## config.mk

```make
export PLATFORM = sky130hd
export DESIGN_NAME = mlcm_ctrl
export DESIGN_NICKNAME = d
export VERILOG_FILES = /design/src/rtl/mlcm_pkg.sv /design/src/rtl/mlcm_ctrl.sv
export SDC_FILE = /design/constraint.sdc
export NUM_CORES = 1
export LEC_CHECK = 0
export BUFFER_PORTS_ARGS = -buffer_cell sky130_fd_sc_hd__buf_4
export CORE_AREA = 2 2 39 41
export CTS_CLUSTER_SIZE = 10
export DETAILED_ROUTE_END_ITERATION = 7
export DIE_AREA = 0 0 41 43
export GPL_TIMING_DRIVEN = 0
export SLEW_MARGIN = 20
export SYNTH_ARGS = -nofsm -noshare
export SYNTH_HDL_FRONTEND = slang
export SYNTH_SLANG_ARGS = --single-unit
```

## constraint.sdc

```tcl
create_clock -name clk -period 1.4 [get_ports clk]
set_input_delay 0.28 -clock clk [delete_from_list [all_inputs] [get_ports clk]]
set_output_delay 0.28 -clock clk [all_outputs]
set_load 0.005 [all_outputs]
```

## src/rtl/mlcm_pkg.sv

```systemverilog
// Shared types and constants for the multichannel color-table merge block.
package mlcm_pkg;

  // stream widths
  localparam int IN_TDATA_W  = 40;  // channel, level, red, green, blue + pad
  localparam int OUT_TDATA_W = 32;  // red, green, blue, alpha

  localparam int CHAN_W  = 3;
  localparam int PIX_W   = 8;
  localparam int SUM_W   = 11;
  localparam int COUNT_W = 4;

  localparam logic [SUM_W-1:0]   SUM_LIMIT   = 11'h7FF;
  localparam logic [COUNT_W-1:0] COUNT_LIMIT = 4'hF;

  // restoring divide: one quotient bit per step
  localparam int DIV_STEPS = SUM_W;
  localparam int STEP_W    = 4;

  // tuser codes
  localparam logic CMD_TABLE_WRITE = 1'b0;
  localparam logic CMD_SAMPLE      = 1'b1;

  // configuration register indexes
  localparam int CFG_IDX_W = 3;
  localparam int CFG_W     = 8;
  localparam logic [CFG_IDX_W-1:0] REG_BUILD_ALPHA       = 3'd0;
  localparam logic [CFG_IDX_W-1:0] REG_MAX_MODE          = 3'd1;
  localparam logic [CFG_IDX_W-1:0] REG_AVERAGE_MODE      = 3'd2;
  localparam logic [CFG_IDX_W-1:0] REG_LUMINANCE_MODE    = 3'd3;
  localparam logic [CFG_IDX_W-1:0] REG_AVERAGE_THRESHOLD = 3'd4;
  localparam logic [CFG_IDX_W-1:0] REG_DIRECT_RGB_MASK   = 3'd5;

  localparam logic [PIX_W-1:0] THRESHOLD_RESET = 8'd10;

  // luminance weights, out of 256
  localparam int LUM_W    = 19;
  localparam int LUM_RED   = 77;
  localparam int LUM_GREEN = 151;
  localparam int LUM_BLUE  = 28;

  typedef struct packed {
    logic tbl_wr;    // write table entry from the input transfer
    logic capture;   // latch sample fields, launch table read
    logic acc;       // accumulate the captured sample
    logic div_step;  // one quotient bit of the average
    logic load_out;  // move result to output register, clear sums
  } cmd_t;

  typedef struct packed {
    logic last;        // captured sample closes the voxel
    logic div_needed;  // alpha is the average of counted samples
    logic out_free;    // output register can take a result
  } sts_t;

endpackage

```

## src/rtl/mlcm_ctrl.sv

```systemverilog
// Controller state machine for the color-table merge.
module mlcm_ctrl (
  input  logic                clk,
  input  logic                rst,
  input  logic                s_tvalid,
  input  logic                s_tuser,
  output logic                s_tready,
  input  mlcm_pkg::sts_t      sts,
  output mlcm_pkg::cmd_t      cmd
);

  localparam logic [1:0] S_IDLE = 2'd0;
  localparam logic [1:0] S_ACC  = 2'd1;
  localparam logic [1:0] S_DIV  = 2'd2;
  localparam logic [1:0] S_FIN  = 2'd3;

  localparam logic [mlcm_pkg::STEP_W-1:0] LAST_STEP =
    mlcm_pkg::STEP_W'(mlcm_pkg::DIV_STEPS - 1);

  logic [1:0]                  state, state_next;
  logic [mlcm_pkg::STEP_W-1:0] step_cnt, step_cnt_next;

  always_comb begin
    state_next    = state;
    step_cnt_next = '0;
    cmd           = '0;
    s_tready      = 1'b0;
    case (state)
      S_IDLE: begin
        s_tready = 1'b1;
        if (s_tvalid) begin
          if (s_tuser == mlcm_pkg::CMD_SAMPLE) begin
            cmd.capture = 1'b1;
            state_next  = S_ACC;
          end else begin
            cmd.tbl_wr = 1'b1;
          end
        end
      end
      S_ACC: begin
        cmd.acc = 1'b1;
        if (sts.last) begin
          state_next = sts.div_needed ? S_DIV : S_FIN;
        end else begin
          state_next = S_IDLE;
        end
      end
      S_DIV: begin
        cmd.div_step  = 1'b1;
        step_cnt_next = step_cnt + 1'b1;
        if (step_cnt == LAST_STEP) begin
          state_next = S_FIN;
        end
      end
      S_FIN: begin
        if (sts.out_free) begin
          cmd.load_out = 1'b1;
          state_next   = S_IDLE;
        end
      end
      default: begin
        state_next = S_IDLE;
      end
    endcase
  end

  always_ff @(posedge clk) begin
    if (rst) begin
      state    <= S_IDLE;
      step_cnt <= '0;
    end else begin
      state    <= state_next;
      step_cnt <= step_cnt_next;
    end
  end

endmodule

```

==> results.md <==
* Status: complete, no violations
* Worst setup SP type: flop
* Layout area overhead at 46.7%
* Initial antenna violation count at 0
* Top-Level Pins at 13
* CP Capture Type: output port
* Initial Utilization at 21.7%
* Sequential Power Share at 45.0%
* MaxCap Viol Count at 0
* Fraction of layout cells with a size suffix above 1 at approximately 45%
* Cell family with most CP delay: flip-flops
* Peak supply drop at approximately 0.00058 V
* Met2 WL at 257 µm
* Top layer in use: met3
* Post-CTS Setup Inserts at 0
* Rel. slew slack at approximately 90%
* RSZ-0062 raised after global routing: no
* DPL Wire Length at around 440 µm
* DRT iter0 DRCs at 5
* Worst Skew at roughly 0.0047 ns
* Clk sinks at 6
* Clock Latency Late Sink at around 0.25 ns
* R2r setup slk at 0.32 ns
* CTS root buffer: clkbuf_4
* Wire length on met3 at 61 µm
* FMAX at 758 MHz
* Largest net degree at the start of global routing at 8
* CP Capture Point: cmd[3]
* Clock power frac at a little under two fifths
* Routed length per instance at roughly 8.4 µm
* TritonCTS clock tree: yes
* Ant diodes at 0
* Pint at 0.327 mW
* Fin crit period at ~1.3 ns
* Final Hold Fails at 0
* Hold_buf cts at 0
* CP Data Required Time at approximately 1.1 ns
* DR vias/cell at approximately 4
* Critical path depth in cells at 3
* Placer congestion estimate at around 0.73
* Num CTS Buffers at 3
* Avg Inst Size Synth at just under 9 µm²
* Die Ht at ~43 µm
* WP data arrival at approximately 1.0 ns
* Syn Inst Count at 34
* Total GRT Usage at around 8.2%
* Vias in the first global route at ~230
* Sw Share at ~24%
* Final Cycle Share at about 94%
* Total number of vias at around 260
* Worst hold slack at 0.196 ns
* Placement Rows at 14
* Switching pwr at between 0.1 and 0.15 mW
* Distinct cell type count after synthesis at 19
* Syn nets at between 40 and 50
* Final setup fails at 0
* Post-synthesis sequential area ratio at 40.0%
* Critical Path Start: state[0]
* CP Class: reg -> out
* Met1 wire length at between 200 and 250 µm
* Setup TNS at 0 ns
* # nets final at 60
* Die X at around 41 µm
* Clock-pin slew on the worst setup and hold paths at around 0.050 ns
* CP max-delay cell: dfxtp_2
* Post-synthesis cell area at approximately 300 µm²
* Hold Path Class: in -> reg
* Die area at roughly 1800 µm²
* Synthesized flop and latch total at 6
* Htree depth at 1
* Crit-path max FO at 6
* Critical R2R Launch: step_cnt[0]
* R2r endpoint: state[0]
* Leak at 0.194 nW
* Remaining antenna violation count at 0
* Clock Path Buffers at 2
* Gate power share at between 10% and 20%
* Core region area at 1380 µm²
* Slowest Stage Delay on Critical Path at around 0.40 ns
* Grt ovf at 0
* Bufs and invs on worst path at 1
* Yosys Warn Count at 0
* WL final at between 500 and 600 µm
* DRC viols at 0
* IO buf count at 12
* Worst-path cell chain: nor2_4 -> and3_2 -> buf_4
* Reg2reg path depth at 5
* First-pass GRT wire length at around 910 µm
* DR pass1 iterations at 3
* Slew Viols, Final at 0
* Worst Tran Pin Value at 0.156 ns
* PwrDens at just under 1000 nW/µm²
[worst min-delay path by stage]
stage           startpoint           to  slack [ns]  depth (start not counted)
3_3_place_gp   step_cnt[0]  step_cnt[0]        0.45                          1
5_1_grt                rst         flop        0.20                          2
4_1_cts                rst         flop        0.20                          2
6_report               rst         flop        0.20                          2
2_1_floorplan          rst         flop        0.35                          1
3_5_place_dp   step_cnt[0]  step_cnt[0]        0.46                          1
[cells by family (layout without fill, tap and decap cells)]
logic type | Yosys count | count (layout) | synth area share (%)
buffers and inverters | 1 | 16 | 1.25
DFF | 6 | 6 | 40.0
adders and majority gates | 2 | 2 | 8.33
and+or+nand+nor | 19 | 19 | 35.4
xor gates and xnor gates | 2 | 2 | 5.83
AOI/OAI and AO/OA | 4 | 4 | 9.16
[worst reg2reg max path, stage by stage, from the launching register on]
cell and delay [ns]:
dfxtp_1 0.33, inv_1 0.07, ha_1 0.14, nand3b_1 0.08
a221o_1 0.29, a21oi_1 0.11
[metrics by stage]
step           utilization [%]  power [mW]  std cells  area, µm²  worst slack (ns)
2_1_floorplan                -       0.227         34        300             0.399
3_3_place_gp              29.7       0.270         62        410             0.252
3_5_place_dp              29.7       0.271         62        410             0.252
4_1_cts                   31.4       0.434         65        434           0.00672
5_1_grt                   31.8       0.458         65        440            0.0302
6_report                  31.8       0.430         65        440            0.0813
[metal layers]
metal  up-vias  track usage, %
met4         0            6.00
met3         0            6.28
met2         8            10.0
li1        143               -
met5         -               0
met1       113            9.39
[cell usage in the layout, fill, tap and decap left out]
master,Yosys,layout
a21oi_1,1,1
inv_1,1,1
clkbuf_4,0,3
xor2_1,1,1
nor2_1,6,6
dfxtp_2,0,2
a22oi_1,1,1
dfxtp_1,6,4
xnor2_1,1,1
nand3b_1,1,1
a221o_1,1,1
nand2b_1,1,1
nand3_1,1,1
nor2b_4,1,1
o21ai_0,1,1
nand2_1,4,4
buf_4,0,12
nor2b_2,1,1
nor2b_1,1,1
nor2_4,0,1
ha_1,2,2
and3_2,2,2
[synthesized netlist by cell type, drive strengths merged]
master,n,area [µm²]
dfxtp,6,120
and3,2,15.0
nor2,7,28.8
xor2,1,8.76
inv,1,3.75
nand2b,1,6.26
a21oi,1,5.00
o21ai,1,5.00
nor2b,3,28.8
a22oi,1,7.51
nand2,4,15.0
ha,2,25.0
nand3,1,5.00
nand3b,1,7.51
xnor2,1,8.76
a221o,1,10.0
[final cells by class]
class | instances | area (µm²)
tap | 16 | 20.0
clock buffer | 3 | 22.5
fill | 156 | 943
multi-input combinational | 27 | 181
timing repair buffer | 12 | 90.1
sequential | 6 | 123
inverter | 1 | 3.75
[power by group through the flow]
stage                     sequential (mW)  clock (mW)  combinational [mW]
after floorplan                     0.191           0              0.0356
after global placement              0.193           0              0.0773
after detailed placement            0.193           0              0.0778
after CTS                           0.191       0.165              0.0780
after global routing                0.195       0.176              0.0879
final                               0.193       0.159              0.0779
[timing repair]
action	4_1_cts	5_1_grt
setup endpoints to repair	1	2
endpoints found under the hold margin	0	0
gates resized for setup	1	2
pin swaps	0	0
Power figures use the tool's default switching activity.
